`src/rtl/core/ik_pkg.sv`:
```
// ----------------------------------------------------------------------------
// ik_pkg: shared types, constants and helpers for the two-link IK core
// Widths of the pipeline, the CORDIC angle table and angle rounding.
// ----------------------------------------------------------------------------
package ik_pkg;

  localparam int FRAC      = 16;
  localparam int SH        = 30 - FRAC;
  localparam int ANG_W     = 19;
  localparam int POS_W     = 20;
  localparam int LEN_W     = 19;
  localparam int MAG_W     = 41;
  localparam int REM_W     = 42;
  localparam int DEN_W     = 39;
  localparam int DIV_STEPS = 30;
  localparam int SQ_W      = 62;
  localparam int SQ_STEPS  = 31;
  localparam int CW        = 56;
  localparam int ZW        = 34;
  localparam int STEPS     = 28;

  localparam logic signed [ZW-1:0] HALF_PI_Q30 = 34'sd1686629713;
  localparam longint PI_Q30   = 64'sd3373259426;
  localparam longint HALF_LSB = 64'sd1 <<< (SH - 1);
  localparam longint PI_Q     = (PI_Q30 + HALF_LSB) >>> SH;

  typedef enum logic [1:0] {
    ST_OK    = 2'd0,
    ST_REACH = 2'd1,
    ST_RANGE = 2'd2
  } ik_status_e;

  typedef enum logic [2:0] {
    REG_L1    = 3'd0,
    REG_L2    = 3'd1,
    REG_SMIN  = 3'd2,
    REG_SMAX  = 3'd3,
    REG_EMIN  = 3'd4,
    REG_EMAX  = 3'd5,
    REG_FIXED = 3'd6
  } ik_reg_e;

  typedef struct packed {
    logic                    unreach;
    logic                    num_neg;
    logic                    sat;
    logic signed [POS_W-1:0] x;
    logic signed [POS_W-1:0] y;
    logic signed [31:0]      c2;
    logic [30:0]             sq;
  } ik_meta_t;

  typedef struct packed {
    logic signed [CW-1:0] x;
    logic signed [CW-1:0] y;
    logic signed [ZW-1:0] z;
  } ik_rot_t;

  function automatic logic signed [ZW-1:0] atan_q30(int unsigned i);
    logic signed [ZW-1:0] a;
    case (i)
      0:  a = 34'sh03243F6A8;
      1:  a = 34'sh01DAC6705;
      2:  a = 34'sh00FADBAFC;
      3:  a = 34'sh007F56EA6;
      4:  a = 34'sh003FEAB76;
      5:  a = 34'sh001FFD55B;
      6:  a = 34'sh000FFFAAA;
      7:  a = 34'sh0007FFF55;
      8:  a = 34'sh0003FFFEA;
      9:  a = 34'sh0001FFFFD;
      10: a = 34'sh0000FFFFF;
      11: a = 34'sh00007FFFF;
      12: a = 34'sh00003FFFF;
      13: a = 34'sh00001FFFF;
      14: a = 34'sh00000FFFF;
      15: a = 34'sh000007FFF;
      16: a = 34'sh000003FFF;
      17: a = 34'sh000001FFF;
      18: a = 34'sh000000FFF;
      19: a = 34'sh0000007FF;
      20: a = 34'sh0000003FF;
      21: a = 34'sh0000001FF;
      22: a = 34'sh0000000FF;
      23: a = 34'sh00000007F;
      24: a = 34'sh00000003F;
      25: a = 34'sh00000001F;
      26: a = 34'sh00000000F;
      27: a = 34'sh000000007;
      default: a = '0;
    endcase
    return a;
  endfunction

  // One micro-rotation towards y = 0, shifts are floor shifts.
  function automatic ik_rot_t cordic_iter(ik_rot_t r, int unsigned i);
    ik_rot_t o;
    logic signed [CW-1:0] xv, yv, xs, ys;
    xv = r.x;
    yv = r.y;
    xs = xv >>> i;
    ys = yv >>> i;
    if (!yv[CW-1]) begin
      o.x = xv + ys;
      o.y = yv - xs;
      o.z = r.z + atan_q30(i);
    end else begin
      o.x = xv - ys;
      o.y = yv + xs;
      o.z = r.z - atan_q30(i);
    end
    return o;
  endfunction

  // Round a Q30 angle to the output format and saturate to +/- pi.
  function automatic logic signed [ANG_W-1:0] to_angle(logic signed [ZW-1:0] z);
    logic signed [ZW:0] t;
    logic signed [ZW:0] a;
    logic signed [ZW:0] lim;
    t   = $signed({z[ZW-1], z}) + $signed((ZW+1)'(HALF_LSB));
    a   = t >>> SH;
    lim = $signed((ZW+1)'(PI_Q));
    if (a > lim) a = lim;
    if (a < -lim) a = -lim;
    return a[ANG_W-1:0];
  endfunction

endpackage

```
`src/rtl/core/ik_sqrt.sv`:
```
// ----------------------------------------------------------------------------
// ik_sqrt: pipelined integer square root
// One result bit per stage, remainder form, floor of the root.
// ----------------------------------------------------------------------------
module ik_sqrt import ik_pkg::*; (
  input  logic        clk_i,
  input  logic        rst_ni,
  input  logic        valid_i,
  input  logic [60:0] rad_i,
  input  ik_meta_t    meta_i,
  output logic        valid_o,
  output logic [30:0] root_o,
  output ik_meta_t    meta_o
);

  logic            v_q    [SQ_STEPS+1];
  logic [SQ_W-1:0] val_q  [SQ_STEPS+1];
  logic [SQ_W-1:0] res_q  [SQ_STEPS+1];
  ik_meta_t        meta_q [SQ_STEPS+1];

  assign v_q[0]    = valid_i;
  assign val_q[0]  = SQ_W'(rad_i);
  assign res_q[0]  = '0;
  assign meta_q[0] = meta_i;

  for (genvar k = 1; k <= SQ_STEPS; k++) begin : g_stage
    localparam logic [SQ_W-1:0] Bit = SQ_W'(1) << (60 - 2 * (k - 1));
    logic [SQ_W-1:0] trial;
    logic            take;
    assign trial = res_q[k-1] + Bit;
    assign take  = val_q[k-1] >= trial;

    always_ff @(posedge clk_i or negedge rst_ni) begin
      if (!rst_ni) begin
        v_q[k] <= 1'b0;
      end else begin
        v_q[k] <= v_q[k-1];
      end
    end

    always_ff @(posedge clk_i) begin
      val_q[k]  <= take ? val_q[k-1] - trial : val_q[k-1];
      res_q[k]  <= take ? (res_q[k-1] >> 1) + Bit : res_q[k-1] >> 1;
      meta_q[k] <= meta_q[k-1];
    end
  end

  assign valid_o = v_q[SQ_STEPS];
  assign root_o  = res_q[SQ_STEPS][30:0];
  assign meta_o  = meta_q[SQ_STEPS];

endmodule

```
`config.mk`:
```
export PLATFORM = sky130hd
export DESIGN_NAME = ik_sqrt
export DESIGN_NICKNAME = d
export VERILOG_FILES = /design/src/rtl/core/ik_pkg.sv /design/src/rtl/core/ik_sqrt.sv
export SDC_FILE = /design/constraint.sdc
export NUM_CORES = 2
export LEC_CHECK = 0
export BUFFER_PORTS_ARGS = -buffer_cell sky130_fd_sc_hd__buf_2
export CAP_MARGIN = 30
export CORE_MARGIN = 4
export CORE_UTILIZATION = 40
export CTS_CLUSTER_DIAMETER = 50
export DETAILED_ROUTE_END_ITERATION = 6
export PLACE_DENSITY = 0.65
export REMOVE_ABC_BUFFERS = 1
export SYNTH_ARGS = -nofsm -noshare
export SYNTH_HDL_FRONTEND = slang
export SYNTH_SLANG_ARGS = --single-unit
```
`constraint.sdc`:
```
create_clock -name clk_i -period 3.2 [get_ports clk_i]
set_clock_uncertainty 0.1 [all_clocks]
set_input_delay 0.64 -clock clk_i [delete_from_list [all_inputs] [get_ports clk_i]]
set_output_delay 0.64 -clock clk_i [all_outputs]
set_load 0.05 [all_outputs]
```
* After elaboration in Yosys (flattened, before gate mapping)
Cells that the tools add are included.
** Word-level totals
- Bits in writable memories :: 0
- Bits in latches :: 0
- Output and inout bits :: 138
- Bits of input ports :: 170
- Memory bits (read-only) :: 0
- Memories kept :: 0
- Register bits :: 7067
- Word-level logic and storage cells :: 521
** Cells by class
- Reductions and logical operators :: 0
- Div/mod/pow operators :: 0
- Shift operators :: 0
- Multiply operators :: 0
- Mux-type cells :: 61
- Magnitude comparators :: 31
- Bitwise logic cells :: 0
- Equality and inequality tests :: 0
- Add/subtract/negate cells :: 90
** Operator list (number)
- $mux 61 :: 31
- $ge 62x62->1 :: 30
- $mux 62 :: 29
- $sub 62x62->62 :: 29
- $add 61x11->62 const B :: 1
- $add 61x13->62 const B :: 1
- $add 61x15->62 const B :: 1
- $add 61x17->62 const B :: 1
- $add 61x19->62 const B :: 1
- $add 61x21->62 const B :: 1
- $add 61x23->62 const B :: 1
- $add 61x25->62 const B :: 1
- $add 61x27->62 const B :: 1
- $add 61x29->62 const B :: 1
- $add 61x3->62 const B :: 1
- $add 61x31->62 const B :: 1
- $add 61x33->62 const B :: 1
- $add 61x35->62 const B :: 1
- $add 61x37->62 const B :: 1
- $add 61x39->62 const B :: 1
- $add 61x41->62 const B :: 1
- $add 61x43->62 const B :: 1
- $add 61x45->62 const B :: 1
- $add 61x47->62 const B :: 1
- 43 further kinds :: 43

* Depth between registers and ports, before layout
- Depth in word-level cells :: 3
- Mapped depth :: 15
- Mapped depth without buffers :: 12

* Worst setup path before layout
OpenSTA, ideal clock, no wires.
- Path kind :: register to register
- Start :: register res_q[521] (netlist bit)
- End :: register val_q[464] (netlist bit)
- Slack :: -0.233 ns
- Setup time :: 0.132 ns
- Required time :: 2.968 ns
- Path buffers :: 2
- Clock period less this slack :: 3.433 ns
- Arrival time :: 3.201 ns
- Stages on the path, launching flop included :: 14
- Cell sequence :: dfxtp_1 inv_1 ha_1 a21oi_1 o21ai_0 a2111oi_0 nor3_1 or3b_1 a2111oi_4 inv_2 clkbuf_1 clkbuf_1 nor2_1 a21oi_1
** On the way
- Longest elaborated chain between the ends :: 3
- Elaborated cells between the ends (all ways) :: 4
- Those cells by class :: add/sub: 2; order compare: 1; mux: 1
** Ends and longest elaborated chain
- start: declaration :: RTL line ik_sqrt.sv:18 : logic [SQ_W-1:0] res_q [SQ_STEPS+1];
- start signal: indexed assignment :: RTL line ik_sqrt.sv:43 : res_q[k] <= take ? (res_q[k-1] >> 1) + Bit : res_q[k-1] >> 1;
- $add 62x15->62 (*) :: RTL line ik_sqrt.sv:30 : assign trial = res_q[k-1] + Bit;
- $sub 62x62->62 / $ge 62x62->1 (equally long branches) :: RTL line ik_sqrt.sv:42, ik_sqrt.sv:31
- $mux 62 (*) :: RTL line ik_sqrt.sv:42 : val_q[k] <= take ? val_q[k-1] - trial : val_q[k-1];
- end signal: indexed assignment :: RTL line ik_sqrt.sv:42
- end: declaration :: RTL line ik_sqrt.sv:17 : logic [SQ_W-1:0] val_q [SQ_STEPS+1];
Every way passes the cells marked *; elsewhere a longest branch is shown, timed or not.
A chain may end at the register's enable or synchronous reset.

* Worst setup path after layout
- Start :: register res_q[581] (netlist bit)
- End :: register val_q[547] (netlist bit)
** On the way
- Longest elaborated chain between the ends :: 3
- Elaborated cells between the ends (all ways) :: 4
- Those cells by class :: add/sub: 2; order compare: 1; mux: 1
** Ends and longest elaborated chain (RTL line)
- $add 62x17->62 (*) :: ik_sqrt.sv:30
- $sub 62x62->62 / $ge 62x62->1 (equally long branches) :: ik_sqrt.sv:42, ik_sqrt.sv:31
- $mux 62 (*) :: ik_sqrt.sv:42
Marked as above.

==> run metrics <==
outcome=finished, violations left; failing checks=setup timing; R2R depth=12; FF-to-FF Start=res_q[581]; die width=634 um; GP Congestion=0.886; Cell Int Power=132 mW; largest net degree at the start of global routing=57; drt via density=4.47; Yosys warning count=0; switching share of total power=26.0%; Num CTS Buffers=587; share of layout cells above drive strength 1=18.6%; global-route wire length before repair=463 mm; RR Endpoint=val_q[547]; max-slew violations=0; P_leak=86.2 nW; final worst-path cycle share=102%; Layout Nets=14900; synth unique cells=95; DR vias=89000; synth-to-layout area growth=24.7%; DR iter-0 viols=3882; CP startpoint kind=register; Overall Global Routing Usage=14.1%; final worst slack=-0.0653 ns; Port Buffer Count=307; P per Cell Area=915 nW/um^2; non-filler cells, final=19900; Psw=46.5 mW; register area=114000 sq um; Max transition margin=47.6%; Avg Cell Area, Syn=12.6 sq um; drc violations=0; Fmax=306 MHz; ranking of synthesized cells by area=dfxtp_1 (72%), ha_1 (4.2%), xnor2_1 (2.4%); Seq cells post-synth=5673; final setup fails=6; post-synthesis cell area=157000 sq um; DP Cell Count=18600; CP Data Arrival Time=4.06 ns; clock tree buffer depth=4; clock sinks=5673; Final Hold Viols=0; DR pass1 iterations=6; register area share after synthesis=72.5%; crit path from=res_q[581]; Reg power frac=47.5%; area leader, netlist=dfxtp_1; die area=402000 sq um; Final ANT Viol Nets=0; Final Routed Wirelength=294 mm; CTS clk-pin slew, worst paths=0.06 ns; max-capacitance violation count=0; Rows=229; Max FO, Critical Path=7; RSZ-0062 raised after global routing=true; most frequent cells after synthesis=dfxtp_1 (5642), inv_1 (660), nand2_1 (599); CTS tree=done; Layout fillers=33300; CP endpoint kind=register; fin crit period=3.27 ns; Initial Util=40.2%; Clock Latency Late Sink=1.01 ns; multi-input logic area=41400 sq um; Synth Instances=12500; initial antenna violation count=2; Die H=634 um; peak supply drop=533 uV; actual slew at the worst max-slew pin=0.778 ns; Util after Layout=50.2%; critical path endpoint=val_q[547]; vias in the first global route=91900; clock share of power=38.2%; count leader, synth=dfxtp_1; sum of negative setup slack=-0.229 ns; DP Worst Slack=-0.463 ns; Post-synth ARST share=0.546%; Root Driver=clkbuf_16; type of the worst setup path=reg2reg; Post-synth EDFFs=0; Synth top area share=72.0%; Most used DFF post-synth=dfxtp_1; r2r setup slk=-0.07 ns; total grt overflow=0; core area=390000 sq um; H-tree depth=6; top-level I/O count=308; Post-DP HPWL=207 mm; Avg WL per Cell=14.8 um; Combinational Power Share=14.2%; Req. time, crit path=4.00 ns; HP Class=in2async
[sequential cells by signal, summed over array words and instances, names as in the netlist]
name     cells
meta_q    3180
val_q     1860
res_q      465
meta_o     106
root_o      31
v_q         30
valid_o      1
[per-layer routing]
metal,track usage (%),routed length [um],up-vias,share of wire (%)
met4,8.39,18200,2,6.2
met1,13.7,110000,41000,37
met5,0,13,-,0.0044
met3,2.52,10100,803,3.4
met2,27.5,156000,1607,53
li1,-,-,45700,-
[final cells by class]
type / count / area share (%)
Antenna cell: 4 / 0.00512
Inverter: 666 / 1.28
Sequential cell: 5673 / 58.2
Multi-Input combinational cell: 5836 / 21.2
Tap cell: 5197 / 3.33
Timing Repair Buffer: 1468 / 5.64
Clock inverter: 253 / 1.83
Clock buffer: 805 / 8.54
[worst min path at each step]
stage	end
finish	v_q[7]
global route	meta_q[3225]
CTS	val_q[1874]
detailed placement	meta_q[990]
global placement	meta_q[687]
floorplan	meta_o[0]
[logic make-up (layout without fill, tap and decap cells)]
logic type,Yosys count,in the layout,synth area share [%]
DFF,5673,5673,72.5
muxes,71,71,0.505
xor gates and xnor gates,819,819,4.57
adders and majority gates,523,523,4.17
AOI/OAI and AO/OA,1740,1740,6.88
buffers and inverters,947,3192,2.55
and+or+nand+nor,2681,2681,8.80
other,1,6,0.00239
[cell usage in the layout (no fill, tap or decap), drive strengths merged, types with 427 or more instances in the layout]
master,netlist,final
inv,664,719
buf,127,1294
a21oi,571,571
ha,523,523
xnor2,427,427
nand2,599,599
dfxtp,5642,5642
clkbuf,154,809
o21ai,434,434
nor2,567,567
[power by group through the flow]
| stage | clock network (mW) | logic (mW) | registers (mW) |
|---|---|---|---|
| 3_3_place_gp | 0 | 24.1 | 86.3 |
| 4_1_cts | 70.5 | 24.9 | 84.9 |
| 2_1_floorplan | 0 | 15.9 | 84.7 |
| 3_5_place_dp | 0 | 24.4 | 86.4 |
| 5_1_grt | 73.4 | 28.2 | 85.9 |
| 6_report | 68.4 | 25.4 | 85.0 |
[through the flow]
step                cell area, sq um  power [mW]  hold slack (ns)
global placement              170000         110            0.209
floorplan                     155000         101            0.210
CTS                           193000         180           0.0158
global route                  195000         188           0.0722
detailed placement            170000         111            0.212
finish                        195000         179            0.120
[repair_timing]
item                                    CTS  global route
gates cloned                              2             6
endpoints found under the hold margin   199             0
gates resized for setup                 137           373
pin swaps                                33            97
endpoints found under the setup margin  369           540
hold buffers                            169             0
setup buffers                            21            33
[worst max-delay path, cell delays in order, from the launching register on]
cell	delay, ns
dfxtp_2	0.32
inv_1	0.06
ha_4	0.27
a21oi_1	0.07
o21a_1	0.20
o32a_1	0.32
a31o_4	0.25
a2111oi_4	0.28
buf_4	0.18
nor2_2	0.05
a2111o_2	0.57
nor4_1	0.30
xor2_1	0.17
No activity file was read; power rests on OpenSTA's default activity.
